[src/rtl/core/hic_pkg.sv]
// Shared types, register map, scan table and event decode for the interrupt controller.
// Used by hic_regs, hic_scan and handheld_interrupt_controller_unit.
`default_nettype none
package hic_pkg;

    localparam int DATA_W   = 8;
    localparam int VEC_W    = 5;
    localparam int PRI_NUM  = 3;
    localparam int GRP_NUM  = 4;
    localparam int SCAN_LEN = 27;
    localparam int S_TDATA_W = 32;
    localparam int M_TDATA_W = 16;
    localparam logic MASTER_EN_RESET = 1'b1;

    // request kinds
    localparam logic [1:0] REQ_EVENT = 2'd0;
    localparam logic [1:0] REQ_READ  = 2'd1;
    localparam logic [1:0] REQ_WRITE = 2'd2;

    // register map
    localparam logic [7:0] ADDR_PRI0 = 8'h20;
    localparam logic [7:0] ADDR_PRI1 = 8'h21;
    localparam logic [7:0] ADDR_PRI2 = 8'h22;
    localparam logic [7:0] ADDR_ENA0 = 8'h23;
    localparam logic [7:0] ADDR_ENA1 = 8'h24;
    localparam logic [7:0] ADDR_ENA2 = 8'h25;
    localparam logic [7:0] ADDR_ENA3 = 8'h26;
    localparam logic [7:0] ADDR_ACT0 = 8'h27;
    localparam logic [7:0] ADDR_ACT1 = 8'h28;
    localparam logic [7:0] ADDR_ACT2 = 8'h29;
    localparam logic [7:0] ADDR_ACT3 = 8'h2A;

    localparam logic [7:0] MASK_PRI2 = 8'h03;
    localparam logic [7:0] MASK_GRP1 = 8'h3F;
    localparam logic [7:0] MASK_GRP3 = 8'hF7;

    typedef struct packed {
        logic       from_cpu;
        logic [7:0] write_data;
        logic [7:0] reg_address;
        logic [7:0] irq_number;
        logic [1:0] req_type;
    } item_t;

    typedef struct packed {
        logic [PRI_NUM-1:0][DATA_W-1:0] pri;
        logic [GRP_NUM-1:0][DATA_W-1:0] ena;
        logic [GRP_NUM-1:0][DATA_W-1:0] act;
        logic                           scan_req;
        logic                           master_en;
    } irq_view_t;

    typedef struct packed {
        logic [1:0] pri_idx;
        logic [7:0] pri_mask;
        logic [1:0] grp;
        logic [7:0] bit_mask;
        logic [4:0] vector;
    } scan_entry_t;

    typedef struct packed {
        logic       hit;
        logic [1:0] grp;
        logic [7:0] bit_mask;
    } evt_t;

    // first matching entry wins
    localparam scan_entry_t SCAN_TABLE [SCAN_LEN] = '{
        '{2'd0, 8'hC0, 2'd0, 8'h80, 5'h03}, '{2'd0, 8'hC0, 2'd0, 8'h40, 5'h04},
        '{2'd0, 8'h30, 2'd0, 8'h20, 5'h05}, '{2'd0, 8'h30, 2'd0, 8'h10, 5'h06},
        '{2'd0, 8'h0C, 2'd0, 8'h08, 5'h07}, '{2'd0, 8'h0C, 2'd0, 8'h04, 5'h08},
        '{2'd0, 8'h03, 2'd0, 8'h02, 5'h09}, '{2'd0, 8'h03, 2'd0, 8'h01, 5'h0A},
        '{2'd1, 8'hC0, 2'd1, 8'h20, 5'h0B}, '{2'd1, 8'hC0, 2'd1, 8'h10, 5'h0C},
        '{2'd1, 8'hC0, 2'd1, 8'h08, 5'h0D}, '{2'd1, 8'hC0, 2'd1, 8'h04, 5'h0E},
        '{2'd2, 8'h03, 2'd3, 8'h80, 5'h0F}, '{2'd2, 8'h03, 2'd3, 8'h40, 5'h10},
        '{2'd1, 8'h30, 2'd1, 8'h02, 5'h13}, '{2'd1, 8'h30, 2'd1, 8'h01, 5'h14},
        '{2'd1, 8'h0C, 2'd2, 8'h80, 5'h15}, '{2'd1, 8'h0C, 2'd2, 8'h40, 5'h16},
        '{2'd1, 8'h0C, 2'd2, 8'h20, 5'h17}, '{2'd1, 8'h0C, 2'd2, 8'h10, 5'h18},
        '{2'd1, 8'h0C, 2'd2, 8'h08, 5'h19}, '{2'd1, 8'h0C, 2'd2, 8'h04, 5'h1A},
        '{2'd1, 8'h0C, 2'd2, 8'h02, 5'h1B}, '{2'd1, 8'h0C, 2'd2, 8'h01, 5'h1C},
        '{2'd1, 8'h03, 2'd3, 8'h04, 5'h1D}, '{2'd1, 8'h03, 2'd3, 8'h02, 5'h1E},
        '{2'd1, 8'h03, 2'd3, 8'h01, 5'h1F}
    };

    // source number to active group and bit
    function automatic evt_t evt_decode(input logic [7:0] num);
        evt_t e;
        e = '{hit: 1'b1, grp: 2'd0, bit_mask: 8'h00};
        case (num)
            8'h03: e = '{1'b1, 2'd0, 8'h80};
            8'h04: e = '{1'b1, 2'd0, 8'h40};
            8'h05: e = '{1'b1, 2'd0, 8'h20};
            8'h06: e = '{1'b1, 2'd0, 8'h10};
            8'h07: e = '{1'b1, 2'd0, 8'h08};
            8'h08: e = '{1'b1, 2'd0, 8'h04};
            8'h09: e = '{1'b1, 2'd0, 8'h02};
            8'h0A: e = '{1'b1, 2'd0, 8'h01};
            8'h0B: e = '{1'b1, 2'd1, 8'h20};
            8'h0C: e = '{1'b1, 2'd1, 8'h10};
            8'h0D: e = '{1'b1, 2'd1, 8'h08};
            8'h0E: e = '{1'b1, 2'd1, 8'h04};
            8'h0F: e = '{1'b1, 2'd3, 8'h80};
            8'h10: e = '{1'b1, 2'd3, 8'h40};
            8'h13: e = '{1'b1, 2'd1, 8'h02};
            8'h14: e = '{1'b1, 2'd1, 8'h01};
            8'h15: e = '{1'b1, 2'd2, 8'h80};
            8'h16: e = '{1'b1, 2'd2, 8'h40};
            8'h17: e = '{1'b1, 2'd2, 8'h20};
            8'h18: e = '{1'b1, 2'd2, 8'h10};
            8'h19: e = '{1'b1, 2'd2, 8'h08};
            8'h1A: e = '{1'b1, 2'd2, 8'h04};
            8'h1B: e = '{1'b1, 2'd2, 8'h02};
            8'h1C: e = '{1'b1, 2'd2, 8'h01};
            default: e = '{1'b0, 2'd0, 8'h00};
        endcase
        return e;
    endfunction

endpackage
`default_nettype wire

[src/rtl/core/hic_regs.sv]
// Priority, enable and active registers with their update and read-back logic.
// Depends on hic_pkg.
`default_nettype none
module hic_regs
    import hic_pkg::*;
(
    input  wire logic              aclk,
    input  wire logic              aresetn,
    input  wire logic              cfg_we,
    input  wire logic              cfg_wdata,
    input  wire logic              upd,
    input  wire item_t             item,
    output      irq_view_t         view,
    output      logic [DATA_W-1:0] rd_data
);

    logic [PRI_NUM-1:0][DATA_W-1:0] pri_reg, pri_next;
    logic [GRP_NUM-1:0][DATA_W-1:0] ena_reg, ena_next;
    logic [GRP_NUM-1:0][DATA_W-1:0] act_reg, act_next;
    logic                           master_en_reg;
    logic                           scan_req;
    evt_t                           evt;
    logic [DATA_W-1:0]              act_val;

    always_comb begin
        evt      = evt_decode(item.irq_number);
        pri_next = pri_reg;
        ena_next = ena_reg;
        act_next = act_reg;
        scan_req = 1'b0;
        rd_data  = '0;
        act_val  = '0;
        case (item.req_type)
            REQ_EVENT: begin
                if (evt.hit) begin
                    act_next[evt.grp] = act_reg[evt.grp] | evt.bit_mask;
                end
                scan_req = 1'b1;
            end
            REQ_READ: begin
                case (item.reg_address)
                    ADDR_PRI0: rd_data = pri_reg[0];
                    ADDR_PRI1: rd_data = pri_reg[1];
                    ADDR_PRI2: rd_data = pri_reg[2] & MASK_PRI2;
                    ADDR_ENA0: rd_data = ena_reg[0];
                    ADDR_ENA1: rd_data = ena_reg[1] & MASK_GRP1;
                    ADDR_ENA2: rd_data = ena_reg[2];
                    ADDR_ENA3: rd_data = ena_reg[3] & MASK_GRP3;
                    ADDR_ACT0: rd_data = act_reg[0];
                    ADDR_ACT1: rd_data = act_reg[1] & MASK_GRP1;
                    ADDR_ACT2: rd_data = act_reg[2];
                    ADDR_ACT3: rd_data = act_reg[3] & MASK_GRP3;
                    default:   rd_data = '0;
                endcase
            end
            REQ_WRITE: begin
                case (item.reg_address)
                    ADDR_PRI0: pri_next[0] = item.write_data;
                    ADDR_PRI1: pri_next[1] = item.write_data;
                    ADDR_PRI2: pri_next[2] = item.write_data;
                    ADDR_ENA0: ena_next[0] = item.write_data;
                    ADDR_ENA1: ena_next[1] = item.write_data & MASK_GRP1;
                    ADDR_ENA2: ena_next[2] = item.write_data;
                    ADDR_ENA3: ena_next[3] = item.write_data & MASK_GRP3;
                    ADDR_ACT0: act_val = item.write_data;
                    ADDR_ACT1: act_val = item.write_data & MASK_GRP1;
                    ADDR_ACT2: act_val = item.write_data;
                    ADDR_ACT3: act_val = item.write_data & MASK_GRP3;
                    default:   act_val = '0;
                endcase
                // priority and enable writes rescan, active writes do not
                scan_req = (item.reg_address inside {[ADDR_PRI0:ADDR_ENA3]});
                if (item.reg_address inside {[ADDR_ACT0:ADDR_ACT3]}) begin
                    // CPU writes clear the written bits, others load
                    for (int k = 0; k < GRP_NUM; k++) begin
                        if (item.reg_address == ADDR_ACT0 + 8'(k)) begin
                            act_next[k] = item.from_cpu ? (act_reg[k] & ~item.write_data)
                                                        : act_val;
                        end
                    end
                end
            end
            default: begin
                scan_req = 1'b0;
            end
        endcase
    end

    always_ff @(posedge aclk) begin
        if (!aresetn) begin
            pri_reg       <= '0;
            ena_reg       <= '0;
            act_reg       <= '0;
            master_en_reg <= MASTER_EN_RESET;
        end else begin
            if (upd) begin
                pri_reg <= pri_next;
                ena_reg <= ena_next;
                act_reg <= act_next;
            end
            if (cfg_we) begin
                master_en_reg <= cfg_wdata;
            end
        end
    end

    // the scan looks at the state this word leaves behind
    assign view = '{pri: pri_next, ena: ena_next, act: act_next,
                    scan_req: scan_req, master_en: master_en_reg};

endmodule
`default_nettype wire

[src/rtl/core/hic_scan.sv]
// Fixed-order priority encoder that picks the first enabled and active source.
// Depends on hic_pkg.
`default_nettype none
module hic_scan
    import hic_pkg::*;
(
    input  wire irq_view_t        view,
    output      logic             taken,
    output      logic [VEC_W-1:0] vector
);

    logic [SCAN_LEN-1:0] hit;

    always_comb begin
        for (int i = 0; i < SCAN_LEN; i++) begin
            hit[i] = ((view.pri[SCAN_TABLE[i].pri_idx] & SCAN_TABLE[i].pri_mask) != '0)
                  && ((view.ena[SCAN_TABLE[i].grp] & SCAN_TABLE[i].bit_mask) != '0)
                  && ((view.act[SCAN_TABLE[i].grp] & SCAN_TABLE[i].bit_mask) != '0);
        end
    end

    always_comb begin
        taken  = 1'b0;
        vector = '0;
        // walk from the back so the lowest entry lands last
        for (int i = SCAN_LEN - 1; i >= 0; i--) begin
            if (hit[i]) begin
                taken  = 1'b1;
                vector = SCAN_TABLE[i].vector;
            end
        end
        if (!(view.scan_req && view.master_en)) begin
            taken  = 1'b0;
            vector = '0;
        end
    end

endmodule
`default_nettype wire

[src/rtl/core/handheld_interrupt_controller_unit.sv]
// Top level of the interrupt controller: input word register, register file,
// scan encoder and result register. Depends on hic_pkg, hic_regs, hic_scan.
//
// Usage:
//   s_* channel takes one request word per cycle unless stalled: a source event, a register
//   read or a register write. m_* channel returns exactly one result word per
//   request: read data, plus the dispatched vector when a scan fires.
//   cfg_we/cfg_wdata load the master enable; write it only while idle.
// Path: each accepted word waits in the input register, its result in the result register.
// Throughput: one word per cycle while m_tready is high; the register update,
//   read mux and the 27-entry scan encoder all settle between the input and result registers.
// Reset: synchronous, active low; priority, enable and active registers clear,
//   master enable comes up set, both channels empty.
// Stall: when m_tready is low the result holds, the input register keeps its
//   word, and s_tready drops once the input register is full as well.
`default_nettype none
module handheld_interrupt_controller_unit
    import hic_pkg::*;
(
    input  wire logic                 aclk,
    input  wire logic                 aresetn,
    input  wire logic                 cfg_we,
    input  wire logic                 cfg_wdata,
    input  wire logic                 s_tvalid,
    output      logic                 s_tready,
    // [1:0] req_type, [9:2] irq_number, [17:10] reg_address,
    // [25:18] write_data, [26] from_cpu, [31:27] zero
    input  wire logic [S_TDATA_W-1:0] s_tdata,
    output      logic                 m_tvalid,
    input  wire logic                 m_tready,
    // [7:0] read_data, [8] irq_taken, [13:9] irq_vector, [15:14] zero
    output      logic [M_TDATA_W-1:0] m_tdata
);

    item_t             item_reg;
    logic              in_valid_reg;
    logic              out_valid_reg;
    logic [DATA_W-1:0] rd_data_reg;
    logic              taken_reg;
    logic [VEC_W-1:0]  vector_reg;
    logic              advance;
    irq_view_t         view;
    logic [DATA_W-1:0] rd_data;
    logic              taken;
    logic [VEC_W-1:0]  vector;

    assign advance  = in_valid_reg && (!out_valid_reg || m_tready);
    assign s_tready = !in_valid_reg || advance;

    always_ff @(posedge aclk) begin
        if (!aresetn) begin
            in_valid_reg  <= 1'b0;
            out_valid_reg <= 1'b0;
        end else begin
            if (s_tready) begin
                in_valid_reg <= s_tvalid;
            end
            if (advance) begin
                out_valid_reg <= 1'b1;
            end else if (m_tready) begin
                out_valid_reg <= 1'b0;
            end
        end
    end

    always_ff @(posedge aclk) begin
        if (s_tready && s_tvalid) begin
            item_reg <= item_t'(s_tdata[$bits(item_t)-1:0]);
        end
        if (advance) begin
            rd_data_reg <= rd_data;
            taken_reg   <= taken;
            vector_reg  <= vector;
        end
    end

    hic_regs u_regs (
        .aclk      (aclk),
        .aresetn   (aresetn),
        .cfg_we    (cfg_we),
        .cfg_wdata (cfg_wdata),
        .upd       (advance),
        .item      (item_reg),
        .view      (view),
        .rd_data   (rd_data)
    );

    hic_scan u_scan (
        .view   (view),
        .taken  (taken),
        .vector (vector)
    );

    assign m_tvalid = out_valid_reg;
    assign m_tdata  = {{(M_TDATA_W - DATA_W - 1 - VEC_W){1'b0}}, vector_reg, taken_reg,
                       rd_data_reg};

endmodule
`default_nettype wire

[config.mk]
export PLATFORM = sky130hd
export DESIGN_NAME = handheld_interrupt_controller_unit
export DESIGN_NICKNAME = d
export VERILOG_FILES = /design/src/rtl/core/hic_pkg.sv /design/src/rtl/core/hic_regs.sv /design/src/rtl/core/hic_scan.sv /design/src/rtl/core/handheld_interrupt_controller_unit.sv
export SDC_FILE = /design/constraint.sdc
export NUM_CORES = 1
export LEC_CHECK = 0
export BUFFER_PORTS_ARGS = -buffer_cell sky130_fd_sc_hd__buf_4
export CAP_MARGIN = 5
export CORE_UTILIZATION = 40
export DETAILED_ROUTE_END_ITERATION = 8
export PLACE_DENSITY_LB_ADDON = 0.1
export SYNTH_ARGS = -nofsm -noshare
export SYNTH_HDL_FRONTEND = slang
export SYNTH_SLANG_ARGS = --single-unit
[constraint.sdc]
create_clock -name aclk -period 9.2 [get_ports aclk]
set_clock_uncertainty 0.2 [all_clocks]
set_input_delay 0 -clock aclk [delete_from_list [all_inputs] [get_ports aclk]]
set_output_delay 0 -clock aclk [all_outputs]
set_load 0.02 [all_outputs]
Yosys cells after proc, flatten, opt, wreduce, memory -nomap -nowiden

Memories as Yosys holds them, arrays and structs flattened. A register that Yosys moved wholly into a read port is not among the register bits.
Cells that the tools add are included.

Input port bits: 38
Output and inout bits: 18
Word-level logic and storage cells: 228
ROM bits: 352
Memories: 1
Bits in registers: 123

Memories:

| name             | depth | bits a word | read ports | clocked after Yosys merged registers in | write ports | line          | source |
|---|---|---|---|---|---|---|---|
| (name not given) | 32    | 11          | 1          | 1                                       | 0           | hic_pkg.sv:89 | `case (num)` |

Multiplexer cells: 86
Reductions and logical operators: 83
Eq/ne operators: 17
Bitwise logic cells: 7
Magnitude comparators: 6

Operators by type and width:

| operator                                                                            | count |
|---|---|
| 8-bit 2-to-1 mux                                                                    | 15 |
| 32-bit 2-to-1 mux                                                                   | 3 |
| 8-bit by 6-bit == test with 1-bit output, second input constant                     | 11 |
| 8-bit case mux with 11 select lines                                                 | 1 |
| 5-bit 2-to-1 mux                                                                    | 15 |
| 8-bit nonzero test                                                                  | 9 |
| 32-bit case mux with 2 select lines                                                 | 1 |
| 1-bit logical AND                                                                   | 60 |
| 8-bit bitwise AND                                                                   | 4 |
| 32-bit bitwise mux                                                                  | 1 |
| 4-bit 2-to-1 mux                                                                    | 8 |
| 1-bit 2-to-1 mux                                                                    | 29 |
| 18-bit 2-to-1 mux                                                                   | 1 |
| 8-bit binary-select mux with 2-bit select                                           | 1 |
| 8-bit demux with 2-bit select                                                       | 1 |
| 8-bit by 6-bit greater-or-equal comparator with 1-bit output, second input constant | 2 |
| 8-bit by 6-bit less-or-equal comparator with 1-bit output, second input constant    | 2 |
| 8-bit case mux with 2 select lines                                                  | 1 |
| 14-bit OR reduction                                                                 | 1 |
| 3-bit 2-to-1 mux                                                                    | 4 |
| 11-bit 2-to-1 mux                                                                   | 1 |
| 5-bit AND reduction                                                                 | 2 |
| 2-bit by 1-bit != test with 1-bit output, second input constant                     | 4 |
| 8-bit inverter                                                                      | 1 |
| 17 further kinds                                                                    | 21 |

Depth between registers and ports, before layout

Depth in word-level cells: 37
Mapped depth: 11

Hierarchy

Synthesis repeated with hierarchy kept, for this count alone.

Cells, all modules: 941
Area, all modules: 8,374.3 µm²

Modules (own cells, without submodules):

| module                             | cells an instance | instances | area each (µm²) | sequential area each (µm²) |
|---|---|---|---|---|
| hic_regs                           | 791               | 1         | 6,367.4         | 1,781.7 |
| handheld_interrupt_controller_unit | 54                | 1         | 1,361.3         | 1,271.2 |
| hic_scan                           | 96                | 1         | 645.6           | 0.0 |

Worst setup path after synthesis

No wires, ideal clock.

Path kind: register to register
From: register item_reg[8] (netlist name)
To: register vector_reg[4], data pin
Cell stages (with the launch flop): 10
Buffers on the path: 1
Clock period less this slack: 3.104 ns
Data required time: 8.744 ns
Arrival time: 2.648 ns
Setup slack: 6.096 ns
Cell sequence: edfxtp_1 -> or3_1 -> buf_2 -> o32a_1 -> a22o_1 -> o2111a_1 -> o21a_1 -> or2_1 -> nor4_1 -> and4b_1

Cells in the longest elaborated chain, start to end: 24
Elaborated cells between the ends (all ways): 55
Classes of those cells: order compare (2); mux (22); bitwise (1); reduce/logical (30)

Ends and longest elaborated chain:

| item                                                                                                                                                | line                                     | source |
|---|---|---|
| start: declaration                                                                                                                                  | handheld_interrupt_controller_unit.sv:35 | `item_t item_reg;` |
| start signal: assignment                                                                                                                            | handheld_interrupt_controller_unit.sv:68 | `item_reg <= item_t'(s_tdata[$bits(item_t)-1:0]);` |
| 3-bit logical NOT (*)                                                                                                                               | hic_pkg.sv:89                            |  |
| 11-bit 2-to-1 mux (*)                                                                                                                               | hic_pkg.sv:89                            |  |
| 2-bit by 3-bit < comparator with 1-bit output (not written as such) or 2-bit by 1-bit greater-or-equal comparator with 1-bit output (tied branches) | hic_regs.sv:36                           | `act_next[evt.grp] = act_reg[evt.grp] \| evt.bit_mask;` |
| 1-bit logical AND (not written as such)                                                                                                             | hic_regs.sv:36                           |  |
| 8-bit 2-to-1 mux (not written as such)                                                                                                              | hic_regs.sv:36                           |  |
| 8-bit demux with 2-bit select                                                                                                                       | --                                       |  |
| 32-bit bitwise mux                                                                                                                                  | hic_regs.sv:36                           |  |
| 32-bit 2-to-1 mux (*)                                                                                                                               | hic_regs.sv:35                           | `if (evt.hit) begin` |
| 32-bit case mux with 2 select lines (*)                                                                                                             | hic_regs.sv:33                           | `case (item.req_type)` |
| 1-bit logical AND                                                                                                                                   | hic_scan.sv:18                           | `&& ((view.act[SCAN_TABLE[i].grp] & SCAN_TABLE[i].bit_mask) != '0);` |
| 5-bit 2-to-1 mux (14 in a row)                                                                                                                      | hic_scan.sv:27                           | `if (hit[i]) begin` |
| end signal: assignment                                                                                                                              | handheld_interrupt_controller_unit.sv:73 | `vector_reg <= vector;` |
| end: declaration                                                                                                                                    | handheld_interrupt_controller_unit.sv:40 | `logic [VEC_W-1:0] vector_reg;` |

Every way passes the cells marked *; elsewhere a longest branch is shown, timed or not. The select of a mux whose other input is x is not followed.
A chain may end at the register's enable or synchronous reset.

Final worst setup path

From: register item_reg[12] (netlist name)
To: register vector_reg[1], data pin

Cells in the longest elaborated chain, start to end: 33
Elaborated cells between the ends (all ways): 129
Classes of those cells: order compare (4); eq/ne (11); mux (48); reduce/logical (66)

Ends and longest elaborated chain:

| item |
|---|
| parallel branches: the longest is 33 deep, another holds 8-bit by 6-bit greater-or-equal comparator with 1-bit output |

Several ways; the timed one is not identified. The select of a mux whose other input is x is not followed.

==> results.sh <==
export IMPL_arrival_ns=4.33
export IMPL_synth_most_common_cell="nand2_1"
export IMPL_min_path_cells=2
export IMPL_die_x_um=152.2
export IMPL_cts_sinks=134
export IMPL_finalSetupViolCount=0
export IMPL_maxCapViolations=0
export IMPL_critPathRequiredTime_ns=9.16
export IMPL_rows=54
export IMPL_gr_usage_all_layers=0.3046
export IMPL_fin_tns_setup_ns=0
export IMPL_peakVddDrop_mv=0.1267
export IMPL_numCtsBuffers=17
export IMPL_fin_crit_sh=0.4744
export IMPL_cp_end_kind="register"
export IMPL_sw_frac_of_total=0.3009
export IMPL_p_switching_uw=483.2
export IMPL_largest_reg_flops=32
export IMPL_criticalPathCategory="reg -> reg"
export IMPL_intPower_mw=1.122
export IMPL_nets=1143
export IMPL_syn_area_sq_mm=0.009022
export IMPL_start_kind="register"
export IMPL_relSlewSlack=0.3300
export IMPL_drive_gt1_frac=0.1339
export IMPL_portBuffers=48
export IMPL_path_max_fanout=27
export IMPL_grt_overflow_total=0
export IMPL_routed_via_density=6.469
export IMPL_pwr_share_comb=0.126
export IMPL_ant_nets=0
export IMPL_ys_seq_elements=134
export IMPL_drtIter0Drc=930
export IMPL_path_clk_slew_ns=0.07
export IMPL_synth_area_top_cells="dfxtp_1 21%, edfxtp_1 14%, mux2i_1 5.1%, nand2_1 4.9%, o21ai_0 4.8%"
export IMPL_grt_pass1_wl_um=52670
export IMPL_p_clk_frac=0.462
export IMPL_dpl_hpwl_um=25010
export IMPL_grt_pass1_vias=8329
export IMPL_yosys_warnings=0
export IMPL_vias=9012
export IMPL_min_period_ns=4.364
export IMPL_fill_cells=2109
export IMPL_hold_violations=0
export IMPL_leakagePower_nw=3.620
export IMPL_synth_top_area_frac=0.2064
export IMPL_netlist_instances=1060
export IMPL_fin_cells=1393
export IMPL_rsz0062_at_grt="false"
export IMPL_die_height_um=152.2
export IMPL_whs_ns=0.08084
export IMPL_area_growth_syn_to_layout_pct=16.32
export IMPL_n_antenna_cell=0
export IMPL_wl_um=35280
export IMPL_core_area_sq_mm=0.02196
export IMPL_dr_pass1_iters=9
export IMPL_powerDensity_mw_per_mm2=153.0
export IMPL_grt_max_degree=83
export IMPL_yosysTopAreaCell="dfxtp_1"
export IMPL_pwr_share_seq=0.412
export IMPL_post_cts_buffers=0
export IMPL_postLayoutCoreUtil=0.4779
export IMPL_synth_edff_count=41
export IMPL_initial_core_util=0.4109
export IMPL_violations="DRC"
export IMPL_dp_cells=1325
export IMPL_synth_commonest_cells="117 x nand2_1, 93 x dfxtp_1, 86 x o21ai_0"
export IMPL_cts_root_buffer="clkbuf_16"
export IMPL_htree_levels=4
export IMPL_hp_class="in -> reg"
export IMPL_synth_top_flop_cell="dfxtp_1"
export IMPL_dieArea_sq_mm=0.02316
export IMPL_synthDistinctLibCells=92
export IMPL_synthArstFlopShare=0
export IMPL_ios=56
export IMPL_clock_tree_buffer_depth=2
export IMPL_wire_per_inst_um=25.33
export IMPL_ys_seq_area_frac=0.3428
export IMPL_drc=3
export IMPL_synth_avg_cell_area_sq_um=8.512
export IMPL_status="complete, but fails checks"
export IMPL_antenna_found_initial=0
export IMPL_rr_worst_depth=8
export IMPL_place_congestion=1.029
export IMPL_fmaxAchievable_mhz=229.1
export IMPL_tritoncts="yes"
export IMPL_tightest_slew_ns=0.9770
export IMPL_insertion_delay_ns=0.44
export IMPL_slew_violations=0
-- metrics by stage --
step	worst slack (ns)	power [mW]	area [sq um]
floorplan	6.096	0.7855	9026
global placement	4.995	0.8566	9508
detailed placement	4.982	0.8567	9508
CTS	4.967	1.613	10500
global route	4.648	1.656	10500
finish	4.836	1.606	10500
-- critical path, cell delays in order (launching register included) --
cell       delay, ns
edfxtp_1        0.78
nor2_1          0.51
nand3_1         0.54
mux2i_1         0.82
o2111ai_1       0.44
o2111ai_1       0.28
a211oi_1        0.13
o311ai_1        0.28
nand3_1         0.11
-- cell type report --
cell class,instances,area (sq um),area share
clock buffer,17,425.4,0.04053
clock inverter,15,201.4,0.01919
inverter,15,56.30,0.005365
multi-input combinational,834,5543,0.5281
sequential,134,3093,0.2947
tap,280,350.3,0.03338
timing repair buffer,98,825.8,0.07868
-- power by group through the flow --
stage	sequential [mW]	combinational, mW	clock [mW]
final	0.661	0.203	0.742
after global routing	0.662	0.215	0.779
after CTS	0.659	0.197	0.757
after detailed placement	0.673	0.184	0
after global placement	0.672	0.185	0
after floorplan	0.654	0.131	0
-- logic make-up (layout without fill, tap and decap cells) --
logic type / Yosys count / count (layout) / synth area share
mux: 70 / 70 / 0.08598
compound gates: 377 / 377 / 0.2959
fa+ha+maj: 5 / 5 / 0.006934
simple gates: 379 / 379 / 0.2227
other cells: 1 / 2 / 0.0004156
xor+xnor: 1 / 1 / 0.0009709
flops: 134 / 134 / 0.3428
buf+inv: 93 / 145 / 0.04424
-- routing by layer --
layer | vias up | track usage | part of all wire
met5 | - | 0 | 0
met4 | 0 | 0.1696 | 0.052
met3 | 104 | 0.06598 | 0.090
met2 | 524 | 0.4406 | 0.42
met1 | 4284 | 0.4198 | 0.44
li1 | 4100 | - | -
-- what timing repair did --
item | 4_1_cts | 5_1_grt
hold buffers | 36 | 0
resized for setup | 0 | 0
hold endpoints to repair | 84 | 0
-- layout by cell type (no fill, tap or decap), types with 7 or more instances in the layout --
cell type	synthesis	final
edfxtp_1	41	41
o21a_1	7	7
nand4_1	11	11
mux2_2	19	19
o211ai_1	15	15
dlygate4sd3_1	0	36
a221oi_1	10	10
a21oi_1	57	57
o21ai_0	86	86
inv_8	0	8
nand2_1	117	117
and2_1	13	13
clkbuf_16	0	17
mux2i_1	46	46
nor3_1	15	15
buf_4	4	62
o221ai_1	7	7
nor2b_1	44	44
o21bai_1	7	7
inv_1	15	15
a211oi_1	8	8
nand3_1	26	26
a21o_1	10	10
nand2b_1	16	15
dfxtp_1	93	93
a22oi_1	15	15
o2111ai_1	9	9
nor2_1	70	70
o31ai_1	15	15
a21boi_0	42	42
-- path summary, 6_finish.rpt --
check	endpoint	from	slack (ns)
worst min register to register	u_regs.ena_reg[5]	u_regs.ena_reg[5]	0.31
worst max register to register	vector_reg[1]	item_reg[12]	4.84
worst max-delay path	vector_reg[1]	item_reg[12]	4.84
worst min-delay path	item_reg[1]	s_tdata[1]	0.08
Power figures use the tool's default switching activity.
